File: src/rtl/wect_pkg.sv
`timescale 1ns / 1ps
package wect_pkg;

	localparam int MODE_W   = 2;
	localparam int SYM_W    = 8;
	localparam int SWITCH_W = 16;
	localparam int COST_W   = 23;
	localparam int WCOUNT_W = 17;
	localparam int FLAG_W   = 2;

	localparam logic [MODE_W-1:0] MODE_ADD    = 2'd0;
	localparam logic [MODE_W-1:0] MODE_REMOVE = 2'd1;
	localparam logic [MODE_W-1:0] MODE_CLEAR  = 2'd2;

	localparam logic [FLAG_W-1:0] FLAG_OK        = 2'd0;
	localparam logic [FLAG_W-1:0] FLAG_EMPTY_BIN = 2'd1;
	localparam logic [FLAG_W-1:0] FLAG_SATURATED = 2'd2;

	localparam logic [SWITCH_W-1:0] BASE_SWITCH_BITS = 16'd640;
	localparam logic [SWITCH_W-1:0] HEADER_BITS      = 16'd12;
	localparam logic [SWITCH_W-1:0] SWITCH_RESET     = BASE_SWITCH_BITS + HEADER_BITS;

	localparam logic [COST_W-1:0] COST_MAX = {COST_W{1'b1}};

	typedef struct packed {
		logic             commit;
		logic             clr;
		logic             wr;
		logic [SYM_W-1:0] sym;
	} hist_cmd_t;

endpackage

File: src/rtl/wect_in_if.sv
`timescale 1ns / 1ps
interface wect_in_if;
	logic                        valid;
	logic                        ready;
	logic [wect_pkg::MODE_W-1:0] mode;
	logic [wect_pkg::SYM_W-1:0]  symbol;

	modport source (output valid, output mode, output symbol, input ready);
	modport sink (input valid, input mode, input symbol, output ready);
endinterface

File: src/rtl/wect_out_if.sv
`timescale 1ns / 1ps
interface wect_out_if;
	logic                          valid;
	logic                          ready;
	logic [wect_pkg::COST_W-1:0]   block_cost;
	logic [wect_pkg::WCOUNT_W-1:0] window_count;
	logic [wect_pkg::FLAG_W-1:0]   error_flag;

	modport source (output valid, output block_cost, output window_count, output error_flag,
		input ready);
	modport sink (input valid, input block_cost, input window_count, input error_flag,
		output ready);
endinterface

File: src/rtl/wect_hist_store.sv
`timescale 1ns / 1ps
module wect_hist_store #(
	parameter int ALPHABET_SIZE = 256,
	parameter int COUNT_WIDTH   = 17
) (
	input  logic                        clk,
	input  logic                        arst_n,
	input  logic                        rd_en,
	input  logic [wect_pkg::SYM_W-1:0]  rd_sym,
	input  wect_pkg::hist_cmd_t         cmd,
	input  logic [COUNT_WIDTH-1:0]      wr_count,
	output logic [COUNT_WIDTH-1:0]      count
);

	localparam int IDX_W = $clog2(ALPHABET_SIZE);

	logic [COUNT_WIDTH-1:0]   mem [ALPHABET_SIZE];
	logic [ALPHABET_SIZE-1:0] valid_q;
	logic [COUNT_WIDTH-1:0]   rd_data_s1;
	logic                     rd_valid_s1;
	logic                     fwd_s1;
	logic [COUNT_WIDTH-1:0]   fwd_data_s1;
	logic [IDX_W-1:0]         rd_idx;
	logic [IDX_W-1:0]         wr_idx;

	assign rd_idx = rd_sym[IDX_W-1:0];
	assign wr_idx = cmd.sym[IDX_W-1:0];

	always_ff @(posedge clk) begin
		if (cmd.commit && cmd.wr) begin
			mem[wr_idx] <= wr_count;
		end
		if (rd_en) begin
			rd_data_s1 <= mem[rd_idx];
		end
	end

	// bins not written since reset or the last clear read as zero
	always_ff @(posedge clk or negedge arst_n) begin
		if (!arst_n) begin
			valid_q     <= '0;
			rd_valid_s1 <= 1'b0;
			fwd_s1      <= 1'b0;
			fwd_data_s1 <= '0;
		end else begin
			if (rd_en) begin
				rd_valid_s1 <= valid_q[rd_idx];
				fwd_s1      <= cmd.commit && (cmd.clr || (cmd.wr && wr_idx == rd_idx));
				fwd_data_s1 <= cmd.clr ? '0 : wr_count;
			end
			if (cmd.commit && cmd.clr) begin
				valid_q <= '0;
			end else if (cmd.commit && cmd.wr) begin
				valid_q[wr_idx] <= 1'b1;
			end
		end
	end

	always_comb begin
		if (fwd_s1) begin
			count = fwd_data_s1;
		end else if (rd_valid_s1) begin
			count = rd_data_s1;
		end else begin
			count = '0;
		end
	end

endmodule

File: src/rtl/wect_update.sv
`timescale 1ns / 1ps
module wect_update #(
	parameter int ALPHABET_SIZE = 256,
	parameter int COUNT_WIDTH   = 17,
	parameter int SUM_W         = 22
) (
	input  logic [wect_pkg::MODE_W-1:0]   mode,
	input  logic [wect_pkg::SYM_W-1:0]    symbol,
	input  logic [COUNT_WIDTH-1:0]        bin_count,
	input  logic [COUNT_WIDTH-1:0]        total,
	input  logic [SUM_W-1:0]              total_weight,
	input  logic [SUM_W-1:0]              weighted_sum,
	input  logic [wect_pkg::SWITCH_W-1:0] switch_cost,
	output logic                          wr,
	output logic                          clr,
	output logic [COUNT_WIDTH-1:0]        bin_count_nxt,
	output logic [COUNT_WIDTH-1:0]        total_nxt,
	output logic [SUM_W-1:0]              total_weight_nxt,
	output logic [SUM_W-1:0]              weighted_sum_nxt,
	output logic [wect_pkg::COST_W-1:0]   block_cost,
	output logic [wect_pkg::WCOUNT_W-1:0] window_count,
	output logic [wect_pkg::FLAG_W-1:0]   error_flag
);

	localparam int LOG_W   = $clog2(COUNT_WIDTH);
	localparam int ADD_W   = (SUM_W > wect_pkg::SWITCH_W ? SUM_W : wect_pkg::SWITCH_W) + 1;
	localparam int CMP_W   = ADD_W > wect_pkg::COST_W ? ADD_W : wect_pkg::COST_W;
	localparam int OUTC_W  = COUNT_WIDTH > wect_pkg::WCOUNT_W ? COUNT_WIDTH : wect_pkg::WCOUNT_W;
	localparam logic [wect_pkg::SYM_W:0] ALPHA_LIM = (wect_pkg::SYM_W + 1)'(ALPHABET_SIZE);

	// x*floor(log2 x) - (x-1)*floor(log2 (x-1)) for x >= 1
	function automatic logic [SUM_W-1:0] step_weight(input logic [COUNT_WIDTH-1:0] x);
		logic [LOG_W-1:0]       lg;
		logic [COUNT_WIDTH-1:0] xm1;
		logic [SUM_W-1:0]       d;
		lg = '0;
		for (int i = 1; i < COUNT_WIDTH; i++) begin
			if (x[i]) begin
				lg = LOG_W'(i);
			end
		end
		xm1 = x - COUNT_WIDTH'(1);
		d = SUM_W'(lg);
		if ((x & xm1) == '0) begin
			d = d + SUM_W'(xm1);
		end
		return d;
	endfunction

	logic                   in_range;
	logic                   do_add;
	logic                   do_rem;
	logic [COUNT_WIDTH-1:0] bin_up;
	logic [COUNT_WIDTH-1:0] total_up;
	logic [SUM_W-1:0]       bin_step;
	logic [SUM_W-1:0]       total_step;
	logic [SUM_W-1:0]       diff;
	logic [CMP_W-1:0]       cost_w;
	logic [OUTC_W-1:0]      total_ext;

	assign in_range = {1'b0, symbol} < ALPHA_LIM;
	assign bin_up   = bin_count + COUNT_WIDTH'(1);
	assign total_up = total + COUNT_WIDTH'(1);

	always_comb begin
		do_add     = 1'b0;
		do_rem     = 1'b0;
		clr        = 1'b0;
		error_flag = wect_pkg::FLAG_OK;
		case (mode)
			wect_pkg::MODE_ADD: begin
				if (in_range) begin
					if ((&total) || (&bin_count)) begin
						error_flag = wect_pkg::FLAG_SATURATED;
					end else begin
						do_add = 1'b1;
					end
				end
			end
			wect_pkg::MODE_REMOVE: begin
				if (in_range) begin
					if (bin_count == '0 || total == '0) begin
						error_flag = wect_pkg::FLAG_EMPTY_BIN;
					end else begin
						do_rem = 1'b1;
					end
				end
			end
			wect_pkg::MODE_CLEAR: begin
				clr = 1'b1;
			end
			default: begin
			end
		endcase
	end

	assign wr            = do_add || do_rem;
	assign bin_count_nxt = do_add ? bin_up : bin_count - COUNT_WIDTH'(1);
	assign bin_step      = step_weight(do_add ? bin_up : bin_count);
	assign total_step    = step_weight(do_add ? total_up : total);

	always_comb begin
		if (clr) begin
			total_nxt        = '0;
			total_weight_nxt = '0;
			weighted_sum_nxt = '0;
		end else if (do_add) begin
			total_nxt        = total_up;
			total_weight_nxt = total_weight + total_step;
			weighted_sum_nxt = weighted_sum + bin_step;
		end else if (do_rem) begin
			total_nxt        = total - COUNT_WIDTH'(1);
			total_weight_nxt = total_weight - total_step;
			weighted_sum_nxt = weighted_sum - bin_step;
		end else begin
			total_nxt        = total;
			total_weight_nxt = total_weight;
			weighted_sum_nxt = weighted_sum;
		end
	end

	assign diff   = (total_weight_nxt >= weighted_sum_nxt) ?
		total_weight_nxt - weighted_sum_nxt : '0;
	assign cost_w = CMP_W'(switch_cost) + CMP_W'(diff);
	assign block_cost = (cost_w > CMP_W'(wect_pkg::COST_MAX)) ?
		wect_pkg::COST_MAX : cost_w[wect_pkg::COST_W-1:0];

	assign total_ext    = OUTC_W'(total_nxt);
	assign window_count = total_ext[wect_pkg::WCOUNT_W-1:0];

endmodule

File: src/rtl/window_entropy_cost_tracker.sv
`timescale 1ns / 1ps
// Windowed entropy cost tracker.
// item channel: one transaction per symbol event (mode add, remove or clear, and the
// symbol). result channel: one transaction per item with the estimated cost in bits
// of coding the window as one block, the symbol count of the window and an error flag.
// switch_cost is written through cfg_wr_en / cfg_wr_data; the user must write it only
// while no item is in flight, as the block does not enforce this. The accepting edge
// reads the bin from the histogram memory into the read stage; the edge on which that
// stage advances loads the updated counts and sums into the result register.
// Throughput: one item per cycle while result.ready is high; the bin read-modify-write
// forwards the count written by the item ahead, so back-to-back items on one bin need
// no bubble. Stall: while the receiver holds ready low the result register holds, one
// more item waits in the read stage, and item.ready then drops until the result is
// taken. Reset: the histogram, the weighted sum and the window count read as zero at
// once (per-bin valid bits), switch_cost returns to 652; items are taken as soon as
// reset is released. A clear item empties the window at once the same way.
module window_entropy_cost_tracker #(
	parameter int ALPHABET_SIZE = 256,
	parameter int COUNT_WIDTH   = 17
) (
	input  logic                          clk,
	input  logic                          arst_n,
	input  logic                          cfg_wr_en,
	input  logic [wect_pkg::SWITCH_W-1:0] cfg_wr_data,
	wect_in_if.sink                       item,
	wect_out_if.source                    result
);

	localparam int SUM_W = COUNT_WIDTH + $clog2(COUNT_WIDTH);

	logic                          valid_s1;
	logic [wect_pkg::MODE_W-1:0]   mode_s1;
	logic [wect_pkg::SYM_W-1:0]    symbol_s1;
	logic                          advance;
	logic                          accept;

	logic [wect_pkg::SWITCH_W-1:0] switch_cost_q;
	logic [COUNT_WIDTH-1:0]        total_q;
	logic [SUM_W-1:0]              total_weight_q;
	logic [SUM_W-1:0]              weighted_sum_q;

	logic                          out_valid_q;
	logic [wect_pkg::COST_W-1:0]   block_cost_q;
	logic [wect_pkg::WCOUNT_W-1:0] window_count_q;
	logic [wect_pkg::FLAG_W-1:0]   error_flag_q;

	logic [COUNT_WIDTH-1:0]        bin_count;
	logic                          wr;
	logic                          clr;
	logic [COUNT_WIDTH-1:0]        bin_count_nxt;
	logic [COUNT_WIDTH-1:0]        total_nxt;
	logic [SUM_W-1:0]              total_weight_nxt;
	logic [SUM_W-1:0]              weighted_sum_nxt;
	logic [wect_pkg::COST_W-1:0]   block_cost;
	logic [wect_pkg::WCOUNT_W-1:0] window_count;
	logic [wect_pkg::FLAG_W-1:0]   error_flag;
	wect_pkg::hist_cmd_t           cmd;

	assign advance    = valid_s1 && (!out_valid_q || result.ready);
	assign item.ready = !valid_s1 || advance;
	assign accept     = item.valid && item.ready;

	assign cmd.commit = advance;
	assign cmd.clr    = clr;
	assign cmd.wr     = wr;
	assign cmd.sym    = symbol_s1;

	wect_hist_store #(
		.ALPHABET_SIZE (ALPHABET_SIZE),
		.COUNT_WIDTH   (COUNT_WIDTH)
	) u_store (
		.clk      (clk),
		.arst_n   (arst_n),
		.rd_en    (accept),
		.rd_sym   (item.symbol),
		.cmd      (cmd),
		.wr_count (bin_count_nxt),
		.count    (bin_count)
	);

	wect_update #(
		.ALPHABET_SIZE (ALPHABET_SIZE),
		.COUNT_WIDTH   (COUNT_WIDTH),
		.SUM_W         (SUM_W)
	) u_update (
		.mode             (mode_s1),
		.symbol           (symbol_s1),
		.bin_count        (bin_count),
		.total            (total_q),
		.total_weight     (total_weight_q),
		.weighted_sum     (weighted_sum_q),
		.switch_cost      (switch_cost_q),
		.wr               (wr),
		.clr              (clr),
		.bin_count_nxt    (bin_count_nxt),
		.total_nxt        (total_nxt),
		.total_weight_nxt (total_weight_nxt),
		.weighted_sum_nxt (weighted_sum_nxt),
		.block_cost       (block_cost),
		.window_count     (window_count),
		.error_flag       (error_flag)
	);

	always_ff @(posedge clk) begin
		if (accept) begin
			mode_s1   <= item.mode;
			symbol_s1 <= item.symbol;
		end
		if (advance) begin
			block_cost_q   <= block_cost;
			window_count_q <= window_count;
			error_flag_q   <= error_flag;
		end
	end

	always_ff @(posedge clk or negedge arst_n) begin
		if (!arst_n) begin
			valid_s1       <= 1'b0;
			out_valid_q    <= 1'b0;
			switch_cost_q  <= wect_pkg::SWITCH_RESET;
			total_q        <= '0;
			total_weight_q <= '0;
			weighted_sum_q <= '0;
		end else begin
			if (cfg_wr_en) begin
				switch_cost_q <= cfg_wr_data;
			end
			if (accept) begin
				valid_s1 <= 1'b1;
			end else if (advance) begin
				valid_s1 <= 1'b0;
			end
			if (advance) begin
				out_valid_q    <= 1'b1;
				total_q        <= total_nxt;
				total_weight_q <= total_weight_nxt;
				weighted_sum_q <= weighted_sum_nxt;
			end else if (result.ready) begin
				out_valid_q <= 1'b0;
			end
		end
	end

	assign result.valid        = out_valid_q;
	assign result.block_cost   = block_cost_q;
	assign result.window_count = window_count_q;
	assign result.error_flag   = error_flag_q;

endmodule

File: src/flat_wrapper.sv
// flat-port wrapper written by rule: the top's interface ports become plain ports
module window_entropy_cost_tracker_flat 
#(
	parameter int ALPHABET_SIZE = 256,
	parameter int COUNT_WIDTH   = 17
)
  (clk, arst_n, cfg_wr_en, cfg_wr_data, item_valid, item_mode, item_symbol, item_ready, result_valid, result_block_cost, result_window_count, result_error_flag, result_ready);
  wect_in_if item_i ();
  wect_out_if result_i ();
  input  logic clk;
  input  logic arst_n;
  input  logic cfg_wr_en;
  input  logic [wect_pkg::SWITCH_W-1:0] cfg_wr_data;
  input wire logic [$bits(item_i.valid)-1:0] item_valid;
  input wire logic [$bits(item_i.mode)-1:0] item_mode;
  input wire logic [$bits(item_i.symbol)-1:0] item_symbol;
  output wire logic [$bits(item_i.ready)-1:0] item_ready;
  output wire logic [$bits(result_i.valid)-1:0] result_valid;
  output wire logic [$bits(result_i.block_cost)-1:0] result_block_cost;
  output wire logic [$bits(result_i.window_count)-1:0] result_window_count;
  output wire logic [$bits(result_i.error_flag)-1:0] result_error_flag;
  input wire logic [$bits(result_i.ready)-1:0] result_ready;
  assign item_i.valid = item_valid;
  assign item_i.mode = item_mode;
  assign item_i.symbol = item_symbol;
  assign item_ready = item_i.ready;
  assign result_valid = result_i.valid;
  assign result_block_cost = result_i.block_cost;
  assign result_window_count = result_i.window_count;
  assign result_error_flag = result_i.error_flag;
  assign result_i.ready = result_ready;
  window_entropy_cost_tracker #(.ALPHABET_SIZE(ALPHABET_SIZE), .COUNT_WIDTH(COUNT_WIDTH)) u_core (.clk(clk), .arst_n(arst_n), .cfg_wr_en(cfg_wr_en), .cfg_wr_data(cfg_wr_data), .item(item_i), .result(result_i));
endmodule
File: config.mk
export PLATFORM = sky130hd
export DESIGN_NAME = window_entropy_cost_tracker_flat
export DESIGN_NICKNAME = d
export VERILOG_FILES = /design/src/rtl/wect_pkg.sv /design/src/rtl/wect_in_if.sv /design/src/rtl/wect_out_if.sv /design/src/rtl/wect_hist_store.sv /design/src/rtl/wect_update.sv /design/src/rtl/window_entropy_cost_tracker.sv /design/src/flat_wrapper.sv
export SDC_FILE = /design/constraint.sdc
export NUM_CORES = 2
export LEC_CHECK = 0
export BUFFER_PORTS_ARGS = -buffer_cell sky130_fd_sc_hd__buf_2
export CAP_MARGIN = 20
export CORE_MARGIN = 5
export CORE_UTILIZATION = 40
export DETAILED_ROUTE_END_ITERATION = 12
export GPL_ROUTABILITY_DRIVEN = 0
export PLACE_DENSITY = 0.59
export SLEW_MARGIN = 20
export SYNTH_ARGS = -nofsm -noshare
export SYNTH_HDL_FRONTEND = slang
export SYNTH_MEMORY_MAX_BITS = 65536
export SYNTH_SLANG_ARGS = --single-unit
export TNS_END_PERCENT = 100
File: constraint.sdc
create_clock -name clk -period 13.3 [get_ports clk]
set_input_delay 1.33 -clock clk [delete_from_list [all_inputs] [get_ports clk]]
set_output_delay 1.33 -clock clk [all_outputs]
set_load 0.01 [all_outputs]
-- Yosys cells after proc, flatten, opt, wreduce, memory -nomap -nowiden
Memory sizes are Yosys's and may differ from the RTL's. A register that Yosys moved wholly into a read port is not among the register bits.
Index checks and enable logic that the tools add are counted.
- memories: 1
- bits in writable memories: 4352
- register bits after elaboration: 406
- latch bits: 0
- memory bits (read-only): 0
- logic and storage cells: 136
- input bits: 31
- output and inout port bits: 44
- add/subtract/negate cells: 14
- $lt $le $gt $ge: 5
- eq/ne operators: 3
- shift operators: 0
- reductions and logical operators: 25
- multipliers: 0
- divide/modulo/power cells: 0
- mux-type cells: 70
- bitwise operators: 3
- memory list (name ; depth ; bits a word ; rd ports ; clocked after memory_dff ; wr ports ; line ; RTL):
    u_core.u_store.mem ; 256 ; 17 ; 1 ; 1 ; 1 ; wect_hist_store.sv:17 ; logic [COUNT_WIDTH-1:0] mem [ALPHABET_SIZE];
- operator list (kind ; count):
    $mux W256 ; 2
    $or A256 B256 Y256 ; 1
    $mux W22 ; 7
    $mux W17 ; 9
    $mux W5 ; 30
    $logic_not A17 Y1 ; 4
    $sub A17 B1 Y17 const B ; 4
    $sub A22 B22 Y22 ; 3
    $add A22 B22 Y22 ; 2
    $add A5 B17 Y18 ; 2
    $mux W18 ; 2
    $add A17 B1 Y17 const B ; 2
    $and A17 B17 Y17 ; 2
    $reduce_and A17 Y1 ; 2
    $add A16 B22 Y23 ; 1
    $gt A23 B23 Y1 const B ; 1
    $ge A22 B22 Y1 ; 1
    $lt A8 B9 Y1 const B ; 2
    $mux W1 ; 16
    $bmux W1 S8 ; 1
    $demux W1 S8 ; 1
    $eq A8 B8 Y1 ; 1
    $ge A8 B1 Y1 const B ; 1
    $logic_and A1 B1 Y1 ; 7
    8 further kinds ; 16

-- Longest topological paths before layout
- depth after elaboration: 33
- mapped depth: 64
- mapped depth without buffers: 57

-- Modules after synthesis
Synthesis repeated with hierarchy kept, for this count alone.
- cell total of the unflattened synthesis: 9580
- area total of the unflattened synthesis: 191951.6 µm²
- by module, submodules not included (module ; cells an instance ; times used ; area an instance (µm²)):
    wect_hist_store ; 7827 ; 1 ; 177003.5
    wect_update ; 1530 ; 1 ; 10183.5
    window_entropy_cost_tracker ; 223 ; 1 ; 4764.6

-- Worst setup path after synthesis
Ideal clock, no wire load.
- path kind: register to register
- start: register u_core.u_store.fwd_s1
- end: memory u_core.u_store.mem[0][15] (data pin)
- period minus slack after synthesis: 14054 ps
- stages on the path, launching flop included: 11
- required time: 11645 ps
- library setup time: 1655 ps
- path slack: -754 ps
- arrival time: 12399 ps
- cell sequence: dfrtp_1 buf_2 clkbuf_1 buf_2 o21ai_1 inv_1 nand3_1 nor3_1 and4_1 nor2_1 xnor2_1
- word-level cells in the longest chain between the ends: 6
- elaborated cells between the ends (all ways): 8
- those cells by class: 2 x add/sub; 4 x mux; 2 x reduce/logical
- ends and longest elaborated chain (element ; line ; RTL):
    start: declaration ; wect_hist_store.sv:21 ; logic fwd_s1;
    start signal: assignment ; wect_hist_store.sv:48 ; fwd_s1 <= cmd.commit && (cmd.clr || (cmd.wr && wr_idx == rd_idx));
    $mux W17 * ; wect_hist_store.sv:60 ; if (fwd_s1) begin
    parallel branches: the longest is 4 deep, another holds $sub A17 B1 Y17 ; - ;
    $mux W17 * ; wect_update.sv:98 ; assign bin_count_nxt = do_add ? bin_up : bin_count - COUNT_WIDTH'(1);
    named net u_core.bin_count_nxt[15] ; window_entropy_cost_tracker.sv:50 ; logic [COUNT_WIDTH-1:0] bin_count_nxt;
    end: declaration ; wect_hist_store.sv:17 ;
Mark *: on every way through the listed nets, which the timed path passes.

-- Worst setup path after layout
- start: register u_core.u_store.fwd_s1
- end: register u_core.block_cost_q, in the netlist u_core.result.block_cost[18] (data pin)
- word-level cells in the longest chain between the ends: 32
- elaborated cells between the ends (all ways): 69
- those cells by class: 11 x add/sub; 2 x order compare; 48 x mux; 2 x bitwise; 6 x reduce/logical
- ends and longest elaborated chain (element ; line ; RTL):
    $mux W17 * ; wect_hist_store.sv:60 ;
    $reduce_and A17 Y1 ; wect_update.sv:73 ; if ((&total) || (&bin_count)) begin
    $logic_or A1 B1 Y1 ; wect_update.sv:73 ;
    $mux W1 ; wect_update.sv:73 ;
    $mux W1 ; wect_update.sv:70 ; case (mode)
    $mux W17 ; wect_update.sv:100 ; assign total_step = step_weight(do_add ? total_up : total);
    $mux W1 ; wect_update.sv:38 ; if (x[i]) begin
    $mux W5 (15 in a row) ; wect_update.sv:38 ;
    [... 3 more ...] ; - ;
    $mux W22 ; wect_update.sv:111 ; end else if (do_rem) begin
    $mux W22 * ; wect_update.sv:107 ; end else if (do_add) begin
    $mux W22 * ; wect_update.sv:103 ; if (clr) begin
    named net u_core.total_weight_nxt[13] ; window_entropy_cost_tracker.sv:52 ; logic [SUM_W-1:0] total_weight_nxt;
    $sub A22 B22 Y22 / $ge A22 B22 Y1 (equally long branches) ; wect_update.sv:123, wect_update.sv:122 ;
    $mux W22 * ; wect_update.sv:122 ; assign diff = (total_weight_nxt >= weighted_sum_nxt) ?
    $add A16 B22 Y23 * ; wect_update.sv:124 ; assign cost_w = CMP_W'(switch_cost) + CMP_W'(diff);
    $gt A23 B23 Y1 ; wect_update.sv:125 ; assign block_cost = (cost_w > CMP_W'(wect_pkg::COST_MAX)) ?
    end signal: assignment ; window_entropy_cost_tracker.sv:110 ; block_cost_q <= block_cost;
    end: declaration ; window_entropy_cost_tracker.sv:43 ; logic [wect_pkg::COST_W-1:0] block_cost_q;
The timed path passes the listed nets; every way through them passes the cells marked *.
A chain may end at the register's enable or synchronous reset.

==> summary.txt <==
Pwr
  • Max IR drop VDD: about 0.18 mV
  • Gate power share: between 10% and 20%
  • Pwr/cell area: between 150 and 200 nW/um^2
  • Sw Share: 27.9%
  • Clock share of power: 34.2%
  • Sequential Power Share: between 40% and 50%
  • Pint: 0.0278 W
  • Leak Pwr: about 70 nW
  • Sw power: roughly 0.011 W

Min path
  • Hold Crit Class: primary input to async pin

Logic synthesis
  • Mapped Nets: slightly above 9,000
  • Mapped Area: 193,000 um^2
  • Fraction of registers with async set/reset: approximately 7.4%
  • Share of the synthesized area in the top cell type: 68.8%
  • Post-synth cell types: 84
  • Seq/Total Area, Yosys: between 70% and 80%
  • Most common flop cell mapped by yosys: edfxtp_1
  • Area leader, netlist: edfxtp_1
  • Syn. warnings: 0
  • Post-Synthesis Cells: slightly above 9,000
  • Number of enable flip-flop cells after synthesis: around 4,400
  • Top cells by area, synth: edfxtp_1 (69%), mux4_2 (18%), dfrtp_1 (4.5%), o21a_1 (1.1%), ha_1 (1.0%)
  • Flops & latches, synth: around 4,800
  • Synth Area per Inst: 21.2 um^2

Setup path
  • Crit end category: register
  • Critical path required time: roughly 14,000 ps
  • Largest stage delay, worst path: ~630 ps
  • Setup crit start kind: register
  • Crit path arrival time: about 13,000 ps
  • Crit Path Max Fanout: 22
  • CP dominant cell by count: ha_1
  • Crit Path Category: register to register
  • Slowest CP cell: or4_4

GRT
  • Most Crowded Layer GR: met2
  • Grt met1 use: between 20% and 30%
  • Remaining global-route overflow: 0
  • GRT met3 Usage: 3.16%
  • Met2 usage: 31.3%
  • Largest net degree at the start of global routing: 191
  • Initial antenna violation count: 27
  • Global Route Usage Sum: 19.4%
  • First-pass GRT wire length: around 700 mm
  • Vias in the first global route: 96,446

Floorplanning
  • Die area: 496,000 um^2
  • Die X: approximately 700 um
  • Vert. Die Dim: around 700 um
  • IO Pins: between 70 and 80
  • Core footprint: 481,000 um^2
  • Cell Rows: 255
  • Initial Utilization: ~40%

CTS
  • CTS Buf Count: 465
  • CTS tree: yes
  • Clk buf depth: 4
  • Clk slew on worst S/H paths: 70 ps
  • CTS Hold Bufs: 0
  • CTS Sinks: 4,775
  • Root buf cell: clkbuf_16
  • CTS H-tree depth: 5
  • Worst-skew pair later-pin latency: a little over 1000 ps

Timing
  • Final slew viol count: 0
  • Worst Skew: 42.9 ps
  • Relative slew slack: about a fifth
  • Hold_ws: 300 ps
  • # setup viols final: 0
  • Tcrit/Tclk final: 93.7%
  • Fin crit period: approximately 12,000 ps
  • Final Hold Fails: 0
  • RSZ-0062 raised after global routing: false
  • Setup ws final: between 800 and 900 ps
  • Pin slew with the least headroom to its limit: around 1200 ps
  • Max Fclk: ~80 MHz

Placement
  • Placed inst area: a little over 200,000 um^2
  • Place WS: -73.1 ps
  • PortBufs: 74
  • DP HPWL: 293 mm

Drt
  • Antenna-violating nets left: 0
  • Vias: around 95,000
  • Starting DRT DRC Count: ~11,000
  • Vias per inst: just under 6
  • Wirelength, routed: 489 mm
  • 1st-pass router iterations: 8
  • Post-DR wirelength/cell: 30.0 um
  • DRC: 0

Cells and area
  • Most frequent cells in the layout: edfxtp_1 (4,421), mux4_2 (1,529), clkbuf_16 (472)
  • Layout area overhead: 13.4%
  • Fillers: about 40,000
  • Final Util: 45.4%
  • Multi-input logic area: 50,000 um^2
  • Most common cell after layout, fill and taps aside: edfxtp_1
  • Layout cell share with drive strength beyond 1: around 30%
  • Sequential cell area: between 100,000 and 150,000 um^2
  • Fin area: 219,000 um^2
  • Final Net Count: roughly 9,700

Run
  • Max cap viols: 0

Run status
  • Run status: finished, final reports clean
## state kept, by name, indices dropped and copies added, names as in the netlist, 2 cells and up
register,count
u_core.u_store.mem,4352
u_core.result.window_count,17
u_core.mode_s1,2
u_core.symbol_s1,8
u_core.u_store.fwd_data_s1,17
u_core.total_weight_q,22
u_core.weighted_sum_q,22
u_core.total_q,17
u_core.switch_cost_q,16
u_core.result.block_cost,23
u_core.u_store.rd_data_s1,17
u_core.u_store.valid_q,256
u_core.result.error_flag,2
## worst paths after layout
kind,start,endpoint,slack [ps],cells past startpoint
hold / removal,arst_n,u_core.switch_cost_q[1]$_DFFE_PN0P_,300,1
setup reg to reg,u_core.u_store.fwd_s1$_DFFE_PN0P_,u_core.result.block_cost[18]$_SDFFCE_PN1P_,830,52
max in group asynchronous,arst_n,u_core.u_store.valid_q[215]$_DFFE_PN0P_,10550,3
min in group clk,u_core.u_store.valid_q[202]$_DFFE_PN0P_,u_core.u_store.valid_q[202]$_DFFE_PN0P_,480,1
hold reg to reg,u_core.u_store.valid_q[202]$_DFFE_PN0P_,u_core.u_store.valid_q[202]$_DFFE_PN0P_,480,1
setup / recovery,u_core.u_store.fwd_s1$_DFFE_PN0P_,u_core.result.block_cost[18]$_SDFFCE_PN1P_,830,52
## through the flow
stage / TNS, ps / instances / power (W)
final: 0 / 16332 / 0.0386
after global routing: 0 / 16323 / 0.0402
after CTS: 0 / 16312 / 0.0387
after detailed placement: -99.9 / 15438 / 0.0255
after global placement: 0 / 15436 / 0.0253
after floorplan: -70880 / 9112 / 0.0235
## kinds of logic (layout without fill, tap and decap cells)
group / Yosys count / in the layout / synth area share (%)
flip-flops: 4775 / 4775 / 73.4
multiplexers: 1574 / 1574 / 18.1
AND/OR/NAND/NOR: 957 / 957 / 2.28
AO/OA/AOI/OAI: 865 / 865 / 3.12
buffers and inverters: 633 / 1418 / 1.33
adder cells (fa/ha/maj): 167 / 167 / 1.11
XOR/XNOR: 141 / 141 / 0.640
other: 0 / 10 / 0
## synth_stat cells (all sizes together) (8+ instances only)
library cell and count:
a211oi 18, a21o 34, a21oi 135, a221o 13
a221oi 11, a22o 25, a22oi 16, a31oi 23
and2 17, and3 24, buf 181, clkbuf 329
dfrtp 350, edfxtp 4421, fa 8, ha 159
inv 123, mux2 36, mux2i 9, mux4 1529
nand2 200, nand2b 30, nand3 47, nand3b 11
nand4 22, nor2 420, nor2b 23, nor3 60
nor4 25, o211ai 11, o21a 276, o21ai 142
o21bai 21, o22ai 13, o31a 13, o31ai 27
or2 17, or3 32, or4 10, xnor2 83
xor2 58
## area by class of cell
| class | instances | share of cell area [%] |
|---|---|---|
| inverters | 123 | 0.215 |
| flip-flops and latches | 4775 | 64.7 |
| repair buffers | 421 | 1.51 |
| clock buffers | 616 | 5.82 |
| diodes | 10 | 0.0114 |
| well taps | 6425 | 3.67 |
| clock inverters | 258 | 1.17 |
| multi-input cells | 3704 | 22.9 |
## repair_timing
action / 4_1_cts / 5_1_grt
resized for setup: 2 / 34
pin swaps: 0 / 1
setup buffers: 0 / 6
setup endpoints to repair: 5 / 16
## worst max-delay path: cells and delay by family, from the launching register on
family	cells	cell delay (ps)
AOI/OAI and AO/OA	16	3500
xor gates and xnor gates	2	350
adders and majority gates	7	1880
buffers and inverters	6	990
DFF	1	480
muxes	1	320
and+or+nand+nor	20	4640
## power groups by stage
stage	Sequential, W	Combinational (W)	Clock [W]
finish	0.0177	0.00765	0.0132
global route	0.0177	0.00833	0.0141
CTS	0.0177	0.00753	0.0135
detailed placement	0.0180	0.00749	0
global placement	0.0180	0.00724	0
floorplan	0.0184	0.00514	0
## per-layer routing
| metal | routed length (um) | up-vias |
|---|---|---|
| met5 | 56 | - |
| met4 | 15200 | 8 |
| met3 | 35200 | 772 |
| met2 | 235000 | 3838 |
| met1 | 204000 | 51451 |
| li1 | - | 38909 |
Note: power is estimated with default switching activity, not from simulation.
